<file path="src/rtl/wecfm_pkg.sv">
package wecfm_pkg;

	typedef enum logic [1:0] {
		FN_MOD_REPORT  = 2'd0,
		FN_COMP_REPORT = 2'd1,
		FN_READ        = 2'd2,
		FN_UNUSED      = 2'd3
	} func_t;

	typedef enum logic [1:0] {
		ACT_NONE       = 2'd0,
		ACT_BOARD_RST  = 2'd1,
		ACT_BOARD_PWR  = 2'd2,
		ACT_XCVR_PWR   = 2'd3
	} action_t;

	// component action map codes
	localparam logic [1:0] MAP_BOARD_PWR = 2'd1;
	localparam logic [1:0] MAP_XCVR_PWR  = 2'd2;

	localparam logic [2:0] REG_MOD_WINDOW  = 3'd0;
	localparam logic [2:0] REG_COMP_WINDOW = 3'd1;
	localparam logic [2:0] REG_MOD_THRESH  = 3'd2;
	localparam logic [2:0] REG_COMP_THRESH = 3'd3;
	localparam logic [2:0] REG_EXEMPT      = 3'd4;
	localparam logic [2:0] REG_ACTION_MAP  = 3'd5;

	localparam int unsigned PADDR_W = 6;
	localparam int unsigned PDATA_W = 64;

	localparam logic [31:0] MOD_WINDOW_RST  = 32'd300000;
	localparam logic [31:0] COMP_WINDOW_RST = 32'd1800000;
	localparam logic [7:0]  MOD_THRESH_RST  = 8'd10;
	localparam logic [7:0]  COMP_THRESH_RST = 8'd2;

	typedef struct packed {
		logic [31:0] mod_window;
		logic [31:0] comp_window;
		logic [7:0]  mod_thresh;
		logic [7:0]  comp_thresh;
		logic [3:0]  exempt_id;
		logic [63:0] action_map;
	} cfg_t;

	typedef struct packed {
		logic               send_report;
		logic               report_is_component;
		logic [4:0]         report_source;
		logic signed [31:0] report_code;
		logic [7:0]         new_count;
		logic [1:0]         action;
		logic [7:0]         module_count_out;
		logic [7:0]         component_count_out;
		logic               id_error;
	} result_t;

	typedef struct packed {
		logic load_in;
		logic commit;
	} ctrl_cmd_t;

	typedef enum logic [1:0] {
		ST_IDLE = 2'b01,
		ST_CALC = 2'b10
	} state_t;

endpackage

</file>
<file path="src/rtl/wecfm_intf.sv">
interface wecfm_req_if;
	logic               valid;
	logic               ready;
	logic [1:0]         func;
	logic [4:0]         source_id;
	logic signed [31:0] error_code;
	logic [31:0]        now_ticks;

	modport source (output valid, func, source_id, error_code, now_ticks, input ready);
	modport sink (input valid, func, source_id, error_code, now_ticks, output ready);
endinterface

interface wecfm_rsp_if;
	logic               valid;
	logic               ready;
	logic               send_report;
	logic               report_is_component;
	logic [4:0]         report_source;
	logic signed [31:0] report_code;
	logic [7:0]         new_count;
	logic [1:0]         action;
	logic [7:0]         module_count_out;
	logic [7:0]         component_count_out;
	logic               id_error;

	modport source (output valid, send_report, report_is_component, report_source,
		report_code, new_count, action, module_count_out, component_count_out,
		id_error, input ready);
	modport sink (input valid, send_report, report_is_component, report_source,
		report_code, new_count, action, module_count_out, component_count_out,
		id_error, output ready);
endinterface

</file>
<file path="src/rtl/wecfm_cfg.sv">
module wecfm_cfg (
	input  logic                              clk,
	input  logic                              arst_n,
	input  logic                              psel,
	input  logic                              penable,
	input  logic                              pwrite,
	input  logic [wecfm_pkg::PADDR_W-1:0]     paddr,
	input  logic [wecfm_pkg::PDATA_W-1:0]     pwdata,
	output logic [wecfm_pkg::PDATA_W-1:0]     prdata,
	output wecfm_pkg::cfg_t                   cfg
);

	wecfm_pkg::cfg_t cfg_q;
	logic [2:0]      reg_idx;
	logic            wr_en;

	assign reg_idx = paddr[5:3];
	assign wr_en   = psel && penable && pwrite;

	always_ff @(posedge clk or negedge arst_n) begin
		if (!arst_n) begin
			cfg_q.mod_window  <= wecfm_pkg::MOD_WINDOW_RST;
			cfg_q.comp_window <= wecfm_pkg::COMP_WINDOW_RST;
			cfg_q.mod_thresh  <= wecfm_pkg::MOD_THRESH_RST;
			cfg_q.comp_thresh <= wecfm_pkg::COMP_THRESH_RST;
			cfg_q.exempt_id   <= '0;
			cfg_q.action_map  <= '0;
		end else if (wr_en) begin
			unique case (reg_idx)
				wecfm_pkg::REG_MOD_WINDOW:  cfg_q.mod_window  <= pwdata[31:0];
				wecfm_pkg::REG_COMP_WINDOW: cfg_q.comp_window <= pwdata[31:0];
				wecfm_pkg::REG_MOD_THRESH:  cfg_q.mod_thresh  <= pwdata[7:0];
				wecfm_pkg::REG_COMP_THRESH: cfg_q.comp_thresh <= pwdata[7:0];
				wecfm_pkg::REG_EXEMPT:      cfg_q.exempt_id   <= pwdata[3:0];
				wecfm_pkg::REG_ACTION_MAP:  cfg_q.action_map  <= pwdata;
				default: ;
			endcase
		end
	end

	always_comb begin
		unique case (reg_idx)
			wecfm_pkg::REG_MOD_WINDOW:  prdata = {32'd0, cfg_q.mod_window};
			wecfm_pkg::REG_COMP_WINDOW: prdata = {32'd0, cfg_q.comp_window};
			wecfm_pkg::REG_MOD_THRESH:  prdata = {56'd0, cfg_q.mod_thresh};
			wecfm_pkg::REG_COMP_THRESH: prdata = {56'd0, cfg_q.comp_thresh};
			wecfm_pkg::REG_EXEMPT:      prdata = {60'd0, cfg_q.exempt_id};
			wecfm_pkg::REG_ACTION_MAP:  prdata = cfg_q.action_map;
			default:                    prdata = '0;
		endcase
	end

	assign cfg = cfg_q;

endmodule

</file>
<file path="src/rtl/wecfm_ctrl.sv">
module wecfm_ctrl (
	input  logic                  clk,
	input  logic                  arst_n,
	input  logic                  req_valid,
	output logic                  req_ready,
	output logic                  rsp_valid,
	input  logic                  rsp_ready,
	output wecfm_pkg::ctrl_cmd_t  cmd
);

	wecfm_pkg::state_t state_q, state_d;
	logic              out_valid_q;
	logic              out_free;

	assign out_free    = !out_valid_q || rsp_ready;
	assign req_ready   = (state_q == wecfm_pkg::ST_IDLE);
	assign cmd.load_in = req_valid && req_ready;
	// hold the request in CALC until the output register can take its result
	assign cmd.commit  = (state_q == wecfm_pkg::ST_CALC) && out_free;
	assign rsp_valid   = out_valid_q;

	always_comb begin
		state_d = state_q;
		unique case (state_q)
			wecfm_pkg::ST_IDLE: if (cmd.load_in) state_d = wecfm_pkg::ST_CALC;
			wecfm_pkg::ST_CALC: if (cmd.commit) state_d = wecfm_pkg::ST_IDLE;
			default:            state_d = wecfm_pkg::ST_IDLE;
		endcase
	end

	always_ff @(posedge clk or negedge arst_n) begin
		if (!arst_n) begin
			state_q     <= wecfm_pkg::ST_IDLE;
			out_valid_q <= 1'b0;
		end else begin
			state_q <= state_d;
			if (cmd.commit) begin
				out_valid_q <= 1'b1;
			end else if (rsp_ready) begin
				out_valid_q <= 1'b0;
			end
		end
	end

endmodule

</file>
<file path="src/rtl/wecfm_dp.sv">
module wecfm_dp #(
	parameter int MODULE_SOURCES    = 16,
	parameter int COMPONENT_SOURCES = 32
) (
	input  logic                  clk,
	input  logic                  arst_n,
	input  wecfm_pkg::ctrl_cmd_t  cmd,
	input  wecfm_pkg::cfg_t       cfg,
	input  logic [1:0]            func,
	input  logic [4:0]            source_id,
	input  logic signed [31:0]    error_code,
	input  logic [31:0]           now_ticks,
	output wecfm_pkg::result_t    result
);

	localparam int MIDX_W = (MODULE_SOURCES > 1) ? $clog2(MODULE_SOURCES) : 1;
	localparam int CIDX_W = (COMPONENT_SOURCES > 1) ? $clog2(COMPONENT_SOURCES) : 1;
	localparam logic [5:0] MOD_LIM  = 6'(MODULE_SOURCES);
	localparam logic [5:0] COMP_LIM = 6'(COMPONENT_SOURCES);

	logic [7:0]  mod_cnt_q   [MODULE_SOURCES];
	logic [31:0] mod_last_q  [MODULE_SOURCES];
	logic [7:0]  comp_cnt_q  [COMPONENT_SOURCES];
	logic [31:0] comp_last_q [COMPONENT_SOURCES];

	wecfm_pkg::func_t   func_s1;
	logic [4:0]         id_s1;
	logic signed [31:0] code_s1;
	logic [31:0]        now_s1;
	wecfm_pkg::result_t result_q;

	logic              m_ok, c_ok, is_comp;
	logic [MIDX_W-1:0] mi;
	logic [CIDX_W-1:0] ci;
	logic [7:0]        mcnt, ccnt, cur_cnt, base_cnt, inc_cnt, nxt_cnt, limit;
	logic [31:0]       cur_last, window, elapsed;
	logic              act;
	logic [1:0]        map_sel;
	logic              wr_mod, wr_comp;
	wecfm_pkg::result_t res_d;

	always_ff @(posedge clk) begin
		if (cmd.load_in) begin
			func_s1 <= wecfm_pkg::func_t'(func);
			id_s1   <= source_id;
			code_s1 <= error_code;
			now_s1  <= now_ticks;
		end
	end

	always_comb begin
		m_ok    = {1'b0, id_s1} < MOD_LIM;
		c_ok    = {1'b0, id_s1} < COMP_LIM;
		mi      = m_ok ? id_s1[MIDX_W-1:0] : '0;
		ci      = c_ok ? id_s1[CIDX_W-1:0] : '0;
		is_comp = (func_s1 == wecfm_pkg::FN_COMP_REPORT);
		mcnt    = mod_cnt_q[mi];
		ccnt    = comp_cnt_q[ci];
		cur_cnt  = is_comp ? ccnt : mcnt;
		cur_last = is_comp ? comp_last_q[ci] : mod_last_q[mi];
		window   = is_comp ? cfg.comp_window : cfg.mod_window;
		limit    = is_comp ? cfg.comp_thresh : cfg.mod_thresh;
		elapsed  = now_s1 - cur_last;
		// drop the count after a quiet window
		base_cnt = (elapsed > window) ? 8'd0 : cur_cnt;
		inc_cnt  = base_cnt + 8'd1;
		act      = inc_cnt > limit;
		nxt_cnt  = act ? 8'd0 : inc_cnt;
		map_sel  = cfg.action_map[{id_s1, 1'b0} +: 2];

		wr_mod  = cmd.commit && (func_s1 == wecfm_pkg::FN_MOD_REPORT) && m_ok;
		wr_comp = cmd.commit && is_comp && c_ok;

		res_d = '0;
		unique case (func_s1)
			wecfm_pkg::FN_MOD_REPORT: begin
				if (m_ok) begin
					res_d.send_report   = (id_s1 != {1'b0, cfg.exempt_id});
					res_d.report_source = id_s1;
					res_d.report_code   = code_s1;
					res_d.new_count     = nxt_cnt;
					res_d.action        = act ? wecfm_pkg::ACT_BOARD_RST : wecfm_pkg::ACT_NONE;
				end else begin
					res_d.id_error = 1'b1;
				end
			end
			wecfm_pkg::FN_COMP_REPORT: begin
				if (c_ok) begin
					res_d.send_report         = 1'b1;
					res_d.report_is_component = 1'b1;
					res_d.report_source       = id_s1;
					res_d.report_code         = code_s1;
					res_d.new_count           = nxt_cnt;
					if (act && (map_sel == wecfm_pkg::MAP_BOARD_PWR ||
						map_sel == wecfm_pkg::MAP_XCVR_PWR)) begin
						res_d.action = map_sel + 2'd1;
					end
				end else begin
					res_d.id_error = 1'b1;
				end
			end
			wecfm_pkg::FN_READ: begin
				res_d.module_count_out    = m_ok ? mcnt : 8'd0;
				res_d.component_count_out = c_ok ? ccnt : 8'd0;
				res_d.id_error            = !m_ok || !c_ok;
			end
			default: ;
		endcase
	end

	always_ff @(posedge clk or negedge arst_n) begin
		if (!arst_n) begin
			for (int i = 0; i < MODULE_SOURCES; i++) begin
				mod_cnt_q[i]  <= '0;
				mod_last_q[i] <= '0;
			end
			for (int i = 0; i < COMPONENT_SOURCES; i++) begin
				comp_cnt_q[i]  <= '0;
				comp_last_q[i] <= '0;
			end
		end else begin
			if (wr_mod) begin
				mod_cnt_q[mi]  <= nxt_cnt;
				mod_last_q[mi] <= now_s1;
			end
			if (wr_comp) begin
				comp_cnt_q[ci]  <= nxt_cnt;
				comp_last_q[ci] <= now_s1;
			end
		end
	end

	always_ff @(posedge clk) begin
		if (cmd.commit) begin
			result_q <= res_d;
		end
	end

	assign result = result_q;

endmodule

</file>
<file path="src/rtl/windowed_error_count_fault_manager.sv">
// Error-count fault manager. Each request is first captured into input registers;
// then its source's count and last-error time, flip-flop tables cleared at once by
// reset, go through a read-modify-write. A new request is taken only once the
// previous one has gone to the output register; a finished
// result waits in the output register while the next request is captured, and
// the block stalls in its compute state only while that register is still full.
// Configuration sits on the APB port at 8-byte steps (64-bit data); the user must
// write it only while no request is in flight, which the block does not enforce.
module windowed_error_count_fault_manager #(
	parameter int MODULE_SOURCES    = 16,
	parameter int COMPONENT_SOURCES = 32
) (
	input  logic                          clk,
	input  logic                          arst_n,
	wecfm_req_if.sink                     req,
	wecfm_rsp_if.source                   rsp,
	input  logic                          psel,
	input  logic                          penable,
	input  logic                          pwrite,
	input  logic [wecfm_pkg::PADDR_W-1:0] paddr,
	input  logic [wecfm_pkg::PDATA_W-1:0] pwdata,
	output logic [wecfm_pkg::PDATA_W-1:0] prdata,
	output logic                          pready
);

	wecfm_pkg::cfg_t      cfg;
	wecfm_pkg::ctrl_cmd_t cmd;
	wecfm_pkg::result_t   result;
	logic                 req_ready;
	logic                 rsp_valid;

	assign pready = 1'b1;

	wecfm_cfg u_cfg (
		.clk     (clk),
		.arst_n  (arst_n),
		.psel    (psel),
		.penable (penable),
		.pwrite  (pwrite),
		.paddr   (paddr),
		.pwdata  (pwdata),
		.prdata  (prdata),
		.cfg     (cfg)
	);

	wecfm_ctrl u_ctrl (
		.clk       (clk),
		.arst_n    (arst_n),
		.req_valid (req.valid),
		.req_ready (req_ready),
		.rsp_valid (rsp_valid),
		.rsp_ready (rsp.ready),
		.cmd       (cmd)
	);

	wecfm_dp #(
		.MODULE_SOURCES    (MODULE_SOURCES),
		.COMPONENT_SOURCES (COMPONENT_SOURCES)
	) u_dp (
		.clk        (clk),
		.arst_n     (arst_n),
		.cmd        (cmd),
		.cfg        (cfg),
		.func       (req.func),
		.source_id  (req.source_id),
		.error_code (req.error_code),
		.now_ticks  (req.now_ticks),
		.result     (result)
	);

	assign req.ready               = req_ready;
	assign rsp.valid               = rsp_valid;
	assign rsp.send_report         = result.send_report;
	assign rsp.report_is_component = result.report_is_component;
	assign rsp.report_source       = result.report_source;
	assign rsp.report_code         = result.report_code;
	assign rsp.new_count           = result.new_count;
	assign rsp.action              = result.action;
	assign rsp.module_count_out    = result.module_count_out;
	assign rsp.component_count_out = result.component_count_out;
	assign rsp.id_error            = result.id_error;

	a_busy_after_accept: assert property (@(posedge clk) disable iff (!arst_n)
		req.valid && req.ready |=> !req.ready)
		else $error("request accepted while previous one still computing");

	a_no_overwrite: assert property (@(posedge clk) disable iff (!arst_n)
		cmd.commit |-> !rsp.valid || rsp.ready)
		else $error("pending result overwritten");

	a_id_error_clean: assert property (@(posedge clk) disable iff (!arst_n)
		rsp.valid && rsp.id_error |-> !rsp.send_report && rsp.new_count == 8'd0
			&& rsp.action == wecfm_pkg::ACT_NONE)
		else $error("bad id produced a report");

endmodule

</file>
<file path="src/flat_wrapper.sv">
// flat-port wrapper written by rule: the top's interface ports become plain ports
module windowed_error_count_fault_manager_flat 
#(
	parameter int MODULE_SOURCES    = 16,
	parameter int COMPONENT_SOURCES = 32
)
  (clk, arst_n, psel, penable, pwrite, paddr, pwdata, prdata, pready, req_valid, req_func, req_source_id, req_error_code, req_now_ticks, req_ready, rsp_valid, rsp_send_report, rsp_report_is_component, rsp_report_source, rsp_report_code, rsp_new_count, rsp_action, rsp_module_count_out, rsp_component_count_out, rsp_id_error, rsp_ready);
  wecfm_req_if req_i ();
  wecfm_rsp_if rsp_i ();
  input  logic clk;
  input  logic arst_n;
  input  logic psel;
  input  logic penable;
  input  logic pwrite;
  input  logic [wecfm_pkg::PADDR_W-1:0] paddr;
  input  logic [wecfm_pkg::PDATA_W-1:0] pwdata;
  output logic [wecfm_pkg::PDATA_W-1:0] prdata;
  output logic pready;
  input wire logic [$bits(req_i.valid)-1:0] req_valid;
  input wire logic [$bits(req_i.func)-1:0] req_func;
  input wire logic [$bits(req_i.source_id)-1:0] req_source_id;
  input wire logic [$bits(req_i.error_code)-1:0] req_error_code;
  input wire logic [$bits(req_i.now_ticks)-1:0] req_now_ticks;
  output wire logic [$bits(req_i.ready)-1:0] req_ready;
  output wire logic [$bits(rsp_i.valid)-1:0] rsp_valid;
  output wire logic [$bits(rsp_i.send_report)-1:0] rsp_send_report;
  output wire logic [$bits(rsp_i.report_is_component)-1:0] rsp_report_is_component;
  output wire logic [$bits(rsp_i.report_source)-1:0] rsp_report_source;
  output wire logic [$bits(rsp_i.report_code)-1:0] rsp_report_code;
  output wire logic [$bits(rsp_i.new_count)-1:0] rsp_new_count;
  output wire logic [$bits(rsp_i.action)-1:0] rsp_action;
  output wire logic [$bits(rsp_i.module_count_out)-1:0] rsp_module_count_out;
  output wire logic [$bits(rsp_i.component_count_out)-1:0] rsp_component_count_out;
  output wire logic [$bits(rsp_i.id_error)-1:0] rsp_id_error;
  input wire logic [$bits(rsp_i.ready)-1:0] rsp_ready;
  assign req_i.valid = req_valid;
  assign req_i.func = req_func;
  assign req_i.source_id = req_source_id;
  assign req_i.error_code = req_error_code;
  assign req_i.now_ticks = req_now_ticks;
  assign req_ready = req_i.ready;
  assign rsp_valid = rsp_i.valid;
  assign rsp_send_report = rsp_i.send_report;
  assign rsp_report_is_component = rsp_i.report_is_component;
  assign rsp_report_source = rsp_i.report_source;
  assign rsp_report_code = rsp_i.report_code;
  assign rsp_new_count = rsp_i.new_count;
  assign rsp_action = rsp_i.action;
  assign rsp_module_count_out = rsp_i.module_count_out;
  assign rsp_component_count_out = rsp_i.component_count_out;
  assign rsp_id_error = rsp_i.id_error;
  assign rsp_i.ready = rsp_ready;
  windowed_error_count_fault_manager #(.MODULE_SOURCES(MODULE_SOURCES), .COMPONENT_SOURCES(COMPONENT_SOURCES)) u_core (.clk(clk), .arst_n(arst_n), .req(req_i), .rsp(rsp_i), .psel(psel), .penable(penable), .pwrite(pwrite), .paddr(paddr), .pwdata(pwdata), .prdata(prdata), .pready(pready));
endmodule
</file>
<file path="config.mk">
export PLATFORM = sky130hd
export DESIGN_NAME = windowed_error_count_fault_manager_flat
export DESIGN_NICKNAME = d
export VERILOG_FILES = /design/src/rtl/wecfm_pkg.sv /design/src/rtl/wecfm_intf.sv /design/src/rtl/wecfm_cfg.sv /design/src/rtl/wecfm_ctrl.sv /design/src/rtl/wecfm_dp.sv /design/src/rtl/windowed_error_count_fault_manager.sv /design/src/flat_wrapper.sv
export SDC_FILE = /design/constraint.sdc
export NUM_CORES = 2
export LEC_CHECK = 0
export BUFFER_PORTS_ARGS = -buffer_cell sky130_fd_sc_hd__buf_2
export CORE_UTILIZATION = 60
export CTS_CLUSTER_DIAMETER = 200
export DETAILED_ROUTE_END_ITERATION = 8
export PLACE_DENSITY_LB_ADDON = 0.1
export SYNTH_ARGS = -nofsm -noshare
export SYNTH_HDL_FRONTEND = slang
export SYNTH_HIERARCHICAL = 1
export SYNTH_SLANG_ARGS = --single-unit
</file>
<file path="constraint.sdc">
create_clock -name clk -period 12.3 [get_ports clk]
set_clock_uncertainty 0.2 [all_clocks]
set_input_delay 1.23 -clock clk [delete_from_list [all_inputs] [get_ports clk]]
set_output_delay 1.23 -clock clk [all_outputs]
set_load 0.05 [all_outputs]
</file>
==> out/metrics.cfg <==
[clock_network]
worstSkewPairLatency_ns=0.88
post-cts-setup-buffers=0
clockRootBuffer=clkbuf_16
postCtsHoldBufs=0
cts_num_sinks=2208
cts_buffers=225
clk_pin_slew_worst_paths_ns=0.06
htreeDepth=4
cts_tree=done
clockBufferDepth=3
post_cts_resized=0

[setup_path]
rr_worst_depth=39
cpMostUsedCell=nor2_1
critPathKind=reg2reg
critPathTopFamily=compound AO/OA/AOI/OAI gates
slowest_stage=edfxtp_1
timing.rr.start=u_core/u_dp/ci[0]
worst_ep_arrival_time_ns=12.30
cp_slowest_stage_delay_ns=0.93
cp_max_fo=111
critPathBufInv=6
r2r_end=u_core/u_dp/comp_cnt_q[227]
ff2ff_setup_slack_ns=0.55
cp.required_ns=12.84
cp-start-kind=flop
critPathCaptureType=flop

[global_route]
antenna_found_initial=9
grt_max_degree=189
grt_pass1_vias=77050
overflow=0
grt_use_total=0.3904
grt_first_pass_wirelength_mm=505.4

[floorplan]
floorplan.rows=152
coreArea_mm2=0.1721
io_pins=281
die_h_um=418.7
die_area_mm2=0.1753
fp.dieW_um=418.7
start_util=0.6053

[sta]
finalHoldViolCount=0
setup_viol=0
drv_slew=0
period_minus_slack_ns=11.75
worst_pin_slew_ns=1.317
rsz0062_at_grt=no
max_freq_mhz=85.08
finalCritPeriodShare=0.9555
setup_tns_ns=0
slew_headroom=0.1175

[power]
ir_worst_vdd_mv=0.1787
power_density_mw_per_mm2=150.7
p_leak_nw=56.32

[status]
status=completed

[synth]
synth.ff_latch_count=2208
synth-main-ff-cell=dfrtp_1
yosys-top-cells-area=dfrtp_1 (49%), nand2_1 (10%), mux2_2 (9.8%), mux4_2 (6.4%), edfxtp_1 (3.9%)
yosysSeqAreaShare=0.5372
synth_area_leader_cell=dfrtp_1
synth_edf_count=137
ys_warn_count=6
synthesis.nets=9526
syn_inst=9304
ys_async_sr_fraction=0.9380
syn_avg_cell_area_um2=11.20
synth.distinct_cells=93
syn-cell-area_mm2=0.1042
yosys.area.top_type_share=0.4919

[layout]
drive_gt1_frac=0.2540
fin_cells=11730
num-nets-final=9448
area_growth_syn_to_layout_pct=10.73
final_common_cell=nand2_1
layout_common_cells=nand2_1 (2757), dfrtp_1 (2048), mux2_2 (906)

[placement]
hpwl_mm=204.5
gp_congestion=0.8931
io_buffers=276
dp_cells=11310

[drt]
drt-total-wl_mm=341.4
ant_nets=0
drtIter0Drc=9125
vias=77820
vias_per_cell=6.632
firstDrtPassIters=6
wl_per_cell_um=29.10
drc_errors=0

[hold_path]
min_path_type=in2async

[flow_run]
cap_violations=0

sequential cells by signal, summed over array words and instances (netlist names), 32 cells and up:
name,cells
u_core/u_dp/result,66
u_core/u_dp/mod_last_q,512
u_core/u_dp/mod_cnt_q,128
u_core/u_dp/comp_last_q,1024
u_core/u_dp/now_s1,32
u_core/u_cfg/cfg,148
u_core/u_dp/code_s1,32
u_core/u_dp/comp_cnt_q,256
power breakdown:
group          leakage [nW]  internal [mW]  switching [mW]  total [mW]
sequential             29.9           7.60           0.170        7.77
combinational          22.7          0.779            1.82        2.60
clock                  3.73           4.07            2.94        7.01
cell families after synthesis:
| group | Yosys count | share of synthesized area |
|---|---|---|
| AO/OA/AOI/OAI | 1245 | 0.09194 |
| XOR/XNOR | 34 | 0.002930 |
| adder cells (fa/ha/maj) | 74 | 0.008959 |
| buffers and inverters | 889 | 0.03761 |
| flip-flops | 2208 | 0.5372 |
| multiplexers | 1486 | 0.1905 |
| other | 1 | 0.00003599 |
| AND/OR/NAND/NOR | 3367 | 0.1308 |
final cells by class:
cell class,count,area (µm²)
timing repair buffer,559,4009
fill,12910,56750
clock inverter,79,915.9
multi-input combinational,6207,44840
sequential,2208,55970
clock buffer,341,6640
antenna,4,10.01
tap,2310,2890
inverter,25,96.34
worst max-delay path by stage:
stage	startpoint	endpoint	slack, ns	cells past startpoint
2_1_floorplan	u_core/u_dp/ci[0]	u_core/u_dp/comp_cnt_q[231]	1.76	44
5_1_grt	u_core/u_dp/ci[0]	u_core/u_dp/comp_cnt_q[211]	0.23	39
3_5_place_dp	u_core/u_dp/ci[0]	u_core/u_dp/comp_cnt_q[227]	0.91	39
4_1_cts	u_core/u_dp/ci[0]	u_core/u_dp/comp_cnt_q[227]	0.91	39
6_report	u_core/u_dp/ci[0]	u_core/u_dp/comp_cnt_q[227]	0.55	39
3_3_place_gp	u_core/u_dp/ci[0]	u_core/u_dp/comp_cnt_q[227]	0.41	38
per-stage QoR:
step	total power [mW]	area, µm²	setup WS, ns	utilization	hold WS, ns
2_1_floorplan	9.452	104200	1.758	-	0.2354
3_5_place_dp	10.45	107800	0.9058	0.6263	0.2539
5_1_grt	17.91	115400	0.2299	0.6702	0.2854
3_3_place_gp	10.38	107800	0.4142	0.6262	0.2494
4_1_cts	17.40	115300	0.9071	0.6702	0.2511
6_report	17.38	115400	0.5470	0.6703	0.2236
layer usage:
metal	GRT usage	routed length, µm	share of wire	up-vias
met5	0	89	0.00026	-
met4	0.2080	20910	0.061	14
met3	0.09581	38430	0.11	1015
met2	0.5816	150900	0.44	4551
met1	0.5312	131100	0.38	39730
li1	-	-	-	32510
cells in the mapped netlist, types with 21 or more instances:
| cell | instances |
|---|---|
| a22oi_1 | 124 |
| clkbuf_1 | 519 |
| mux2i_1 | 249 |
| o31ai_2 | 48 |
| buf_4 | 33 |
| dfrtp_1 | 2048 |
| dfstp_2 | 23 |
| o41ai_2 | 48 |
| nor3_1 | 50 |
| nor4_1 | 64 |
| edfxtp_1 | 137 |
| nand3_1 | 37 |
| buf_6 | 30 |
| nor2b_1 | 32 |
| ha_1 | 73 |
| o221ai_1 | 21 |
| inv_1 | 23 |
| and2_1 | 81 |
| mux2_4 | 30 |
| o22ai_1 | 84 |
| o211ai_1 | 36 |
| o21ai_1 | 24 |
| mux2_2 | 906 |
| o21ai_0 | 261 |
| a2111oi_0 | 24 |
| nor2_1 | 187 |
| a22o_1 | 109 |
| o41ai_1 | 57 |
| buf_1 | 112 |
| a221o_1 | 54 |
| a21o_1 | 27 |
| buf_2 | 168 |
| a221oi_1 | 120 |
| nand2_1 | 2806 |
| mux4_2 | 294 |
| a21oi_1 | 99 |
Power figures use the tool's default switching activity.
